`config.mk`:
```
export PLATFORM = sky130hd
export DESIGN_NAME = cfi_queue
export DESIGN_NICKNAME = d
export VERILOG_FILES = /design/src/hdl/course_frame_interpolator_core_defines.svh /design/src/hdl/cfi_pkg.sv /design/src/hdl/cfi_queue.sv
export SDC_FILE = /design/constraint.sdc
export NUM_CORES = 1
export LEC_CHECK = 0
export BUFFER_PORTS_ARGS = -buffer_cell sky130_fd_sc_hd__buf_4
export CAP_MARGIN = 10
export CORE_UTILIZATION = 30
export DETAILED_ROUTE_END_ITERATION = 12
export PLACE_DENSITY_LB_ADDON = 0.12
export SLEW_MARGIN = 40
export SYNTH_ARGS = -nofsm -noshare
export SYNTH_HDL_FRONTEND = slang
export SYNTH_SLANG_ARGS = --single-unit
```
`constraint.sdc`:
```
create_clock -name clk -period 7.7 [get_ports clk]
set_input_delay 0.385 -clock clk [delete_from_list [all_inputs] [get_ports clk]]
set_output_delay 0.385 -clock clk [all_outputs]
set_load 0.05 [all_outputs]
```
`src/hdl/course_frame_interpolator_core_defines.svh`:
```
// ---------------------------------------------------------------------------
// Assertion macros for the course frame interpolator
// Concurrent assertion wrappers, empty in synthesis.
// ---------------------------------------------------------------------------
`ifndef COURSE_FRAME_INTERPOLATOR_CORE_DEFINES_SVH
`define COURSE_FRAME_INTERPOLATOR_CORE_DEFINES_SVH

`ifndef SYNTHESIS
`define CFI_ASSERT(label, clk, rst_n, prop, msg) \
    label: assert property (@(posedge clk) disable iff (!rst_n) prop) else $error(msg);
`define CFI_ASSERT_NEXT(label, clk, rst_n, trig, prop, msg) \
    label: assert property (@(posedge clk) disable iff (!rst_n) trig |=> prop) else $error(msg);
`else
`define CFI_ASSERT(label, clk, rst_n, prop, msg)
`define CFI_ASSERT_NEXT(label, clk, rst_n, trig, prop, msg)
`endif

`endif

```
`src/hdl/cfi_pkg.sv`:
```
// ---------------------------------------------------------------------------
// cfi_pkg
// Shared types and codes of the course frame interpolator.
// ---------------------------------------------------------------------------
package cfi_pkg;

    localparam int IDX_W = 12;

    localparam logic [1:0] ACT_CLEAR  = 2'd0;
    localparam logic [1:0] ACT_APPEND = 2'd1;
    localparam logic [1:0] ACT_QUERY  = 2'd2;

    localparam logic [2:0] ST_SAMPLE = 3'd0;
    localparam logic [2:0] ST_NONE   = 3'd1;
    localparam logic [2:0] ST_STORED = 3'd2;
    localparam logic [2:0] ST_FULL   = 3'd3;
    localparam logic [2:0] ST_ORDER  = 3'd4;

    localparam logic [1:0] OP_RESP   = 2'd0;
    localparam logic [1:0] OP_WRITE  = 2'd1;
    localparam logic [1:0] OP_KNOT   = 2'd2;
    localparam logic [1:0] OP_SEARCH = 2'd3;

    typedef struct packed {
        logic signed [31:0] prog;
        logic signed [31:0] x;
        logic signed [31:0] y;
        logic signed [15:0] heading;
        logic [15:0]        waypoint;
    } knot_t;

    // word handed from front to back
    typedef struct packed {
        logic [1:0]       op;
        logic [2:0]       status;
        logic [IDX_W-1:0] idx;
        knot_t            knot;
    } cmd_t;

endpackage

```
`src/hdl/cfi_queue.sv`:
```
// ---------------------------------------------------------------------------
// cfi_queue
// Two-entry queue between front and back.
// ---------------------------------------------------------------------------
module cfi_queue
    import cfi_pkg::*;
(
    input  logic clk,
    input  logic rst_n,
    input  logic push,
    input  cmd_t push_word,
    input  logic pop,
    output logic not_empty,
    output cmd_t head
);

    cmd_t       slot_reg [2];
    logic       wp_reg, rp_reg;
    logic [1:0] cnt_reg;

    assign not_empty = (cnt_reg != 2'd0);
    assign head      = slot_reg[rp_reg];

    always_ff @(posedge clk or negedge rst_n)
    begin
        if (!rst_n)
        begin
            wp_reg  <= 1'b0;
            rp_reg  <= 1'b0;
            cnt_reg <= 2'd0;
        end
        else
        begin
            if (push)
                wp_reg <= ~wp_reg;
            if (pop)
                rp_reg <= ~rp_reg;
            cnt_reg <= cnt_reg + 2'(push) - 2'(pop);
        end
    end

    always_ff @(posedge clk)
    begin
        if (push)
            slot_reg[wp_reg] <= push_word;
    end

endmodule

```
== Word-level counts from Yosys, hierarchy flattened ==
Memories as Yosys holds them, arrays and structs flattened.
Cells that the tools add are included.
Word-level totals
  memories: 1
  latch bits: 0
  ROM bits: 0
  register bits after elaboration: 4
  bits in writable memories: 290
  logic and storage cells: 11
  output and inout bits: 146
Memory list
  slot_reg: words 2, width 145, read ports 1, clocked after memory_dff 0, write ports 1, line cfi_queue.sv:17  | cmd_t slot_reg [2];
Cells by class
  mux-type cells: 2
  multiply operators: 0
  reduce and logical (&&, ||, !) cells: 1
  add/sub/neg operators: 2
  div/mod/pow operators: 0
  shift operators: 0
  bitwise operators: 2
  eq/ne operators: 0
  order comparisons: 0
Operators with widths (number)
  $add A2 B1 Y2: 1
  $mux W1: 2
  $not A1 Y1: 2
  $reduce_bool A2 Y1: 1
  $sub A2 B1 Y2: 1

== Longest topological paths before layout ==
  depth in word-level cells: 2
  mapped depth: 5
  mapped depth without buffers: 5

== Worst setup path after synthesis ==
Ideal clock, no wire load.
  kind: flip-flop to flip-flop
  from: register wp_reg
  to: memory slot_reg[0][0] (netlist name), enable pin
  setup slack: 0.226 ns
  arrival time: 6.805 ns
  data required time: 7.031 ns
  path buffers: 0
  setup time: 0.669 ns
  cell stages (with the launch flop): 2
  cells stage by stage: dfrtp_1 > nor2b_1
RTL lines
  from (decl): line cfi_queue.sv:18  | logic wp_reg, rp_reg;
  from (signal assigned): line cfi_queue.sv:35  | wp_reg <= ~wp_reg;
  to (decl): line cfi_queue.sv:17
Straight into the memory's write port.

==> qor.txt <==
run status - completed
Relative slew margins - 47.96%
Layout area overhead - 34.82%
fin area - 0.01448 mm²
Post-DRT Antenna Nets - 0
Critical Path RT - 7.32 ns
n_diodes - 0
critical path arrival - 2.65 ns
final worst path period share - 39.38%
most frequent cells in the layout - 295 x buf_4, 290 x edfxtp_1, 145 x mux2_2, 37 x clkbuf_16
Initial Util - 30.79%
pwr/cell area - 436.0 mW/mm²
CTS tree - done
clock latency on the worst-skew pair - 0.50 ns
Synth cell types - 12
hold slack - 0.06488 ns
RSZ-0062 raised after global routing - no
Placement Setup Slack - 5.075 ns
Cells after Synth - 465
Die Y - 191.2 µm
layout cell share with drive strength beyond 1 - 61.11%
Hold Vio Cnt, Final - 0
IR Drop Worst-Case VDD - 0.2481 mV
Final Worst Setup Slack - 4.668 ns
Tot GR Track Use - 12.25%
Tot Pwr - 6.313 mW
Iteration-0 DRC Markers - 164
die width - 191.2 µm
H-Tree Depth - 2
gr ovfl total - 0
Seq/Total Area, Yosys - 82.02%
Synthesis Warnings - 0
Pre-antenna DRT Iters - 4
clk_skew - 0.01034 ns
Crit. End Element - output port
first-pass GRT wire length - 33820 µm
post-DP HPWL - 15110 µm
placer congestion estimate - 0.7233
Routed WL - 22950 µm
Largest register FFs - 290
Synth Cell Area - 0.01074 mm²
vias per cell - 4.278
initial antenna violation count - 0
highest clock rate - 329.8 MHz
most common cell after layout, fill and taps aside - buf_4
I/O pin count - 295
clk sink count - 294
Leak - 5.384 nW
Clock Pin Slew Worst Setup and Hold Paths - 0.06 ns
PostCTS Resize Cnt - 0
DRC viols - 0
Row Count - 68
per-cell routed wire length - 18.14 µm
Setup Viol. Count Final - 0
synthesized flop and latch total - 294
filler instances - 3189
vias in the first global route - 5975
WS Path Type - reg -> out
Setup TNS Final - 0 ns
final layout net count - 938
Syn Area/Cell - 23.09 µm²
Slew @ Worst Pin - 0.7806 ns
hold crit path type - in -> reg
clock buffer depth - 3
root buf cell - clkbuf_16
CP Launch Type - flip-flop
Max Cap Viol - 0
Port-buffer cells - 294
core box area - 0.03488 mm²
Mapped Nets - 616
Die Area - 0.03656 mm²
crit-path max FO - 78
largest net degree at the start of global routing - 79
TritonCTS Buffers - 34
Post-CTS Setup Repair Bufs - 0
Multi-input gate area - 0.001728 mm²
via count - 5412
Final Max Slew Viols - 0
register area - 0.008812 mm²
Period minus WS final - 3.032 ns
# hold bufs at CTS - 1
DP Area - 0.01343 mm²
==> worst max-delay path, stage by stage, from the launching register on <==
cell and delay [ns]:
dfrtp_4 0.62, buf_12 0.24, buf_6 0.62, mux2_2 0.43, buf_4 0.19
==> routing by layer <==
layer	vias to the layer above	global-route usage, %	wire [µm]
met1	2665	14.32	9054
li1	2495	-	-
met5	-	0	0
met4	0	4.182	560
met3	42	5.177	2353
met2	210	20.14	10980
==> synth_stat cells (all sizes together) <==
cell    number  area [µm²]
ha           2       25.02
nor2b        1       6.260
dfrtp        4       100.1
mux2       145        1633
and2         1       6.260
xor3         1       23.77
inv          2       7.510
or2          1       6.260
xor2         2       17.52
clkbuf      10       137.6
buf          6       67.56
edfxtp     290        8708
==> power by group <==
| part | internal [mW] | switching (mW) | total (mW) |
|---|---|---|---|
| sequential | 2.13 | 0.0864 | 2.21 |
| clock | 0.901 | 0.595 | 1.50 |
| combinational | 0.849 | 1.76 | 2.60 |
| total | 3.88 | 2.44 | 6.31 |
==> metrics by stage <==
step                      utilization, %  std cells
final                              41.51       1265
after global routing               41.51       1265
after CTS                          41.51       1265
after detailed placement           38.49       1205
after global placement             38.28       1202
after floorplan                        -        465
==> cells by family (layout without fill, tap and decap cells) <==
kind of cell | count (synthesis) | after routing | share of synthesized area, %
XOR/XNOR | 3 | 3 | 0.3845
adder cells (fa/ha/maj) | 2 | 2 | 0.2330
buffers and inverters | 18 | 363 | 1.981
flip-flops | 294 | 294 | 82.02
multiplexers | 145 | 145 | 15.20
AND/OR/NAND/NOR | 3 | 3 | 0.1749
==> final cells by class <==
type,count,area share [%]
clock inverter,15,0.6308
timing repair buffer,302,16.01
clock buffer,44,6.576
multi-input combinational,153,11.93
tap,455,3.932
inverter,2,0.05185
sequential,294,60.86
==> worst paths after layout <==
kind | start | to | slack, ns | cells after the start
setup / recovery | rp_reg$_DFFE_PN0P_ | head[101] | 4.67 | 4
hold reg to reg | wp_reg$_DFFE_PN0P_ | wp_reg$_DFFE_PN0P_ | 0.55 | 1
hold / removal | push_word[7] | slot_reg[1][7]$_DFFE_PP_ | 0.06 | 1
setup reg to reg | wp_reg$_DFFE_PN0P_ | slot_reg[0][40]$_DFFE_PP_ | 5.51 | 2
max in group asynchronous | rst_n | rp_reg$_DFFE_PN0P_ | 7.34 | 2
min in group asynchronous | rst_n | rp_reg$_DFFE_PN0P_ | 0.25 | 2
Note: power is estimated with default switching activity, not from simulation.
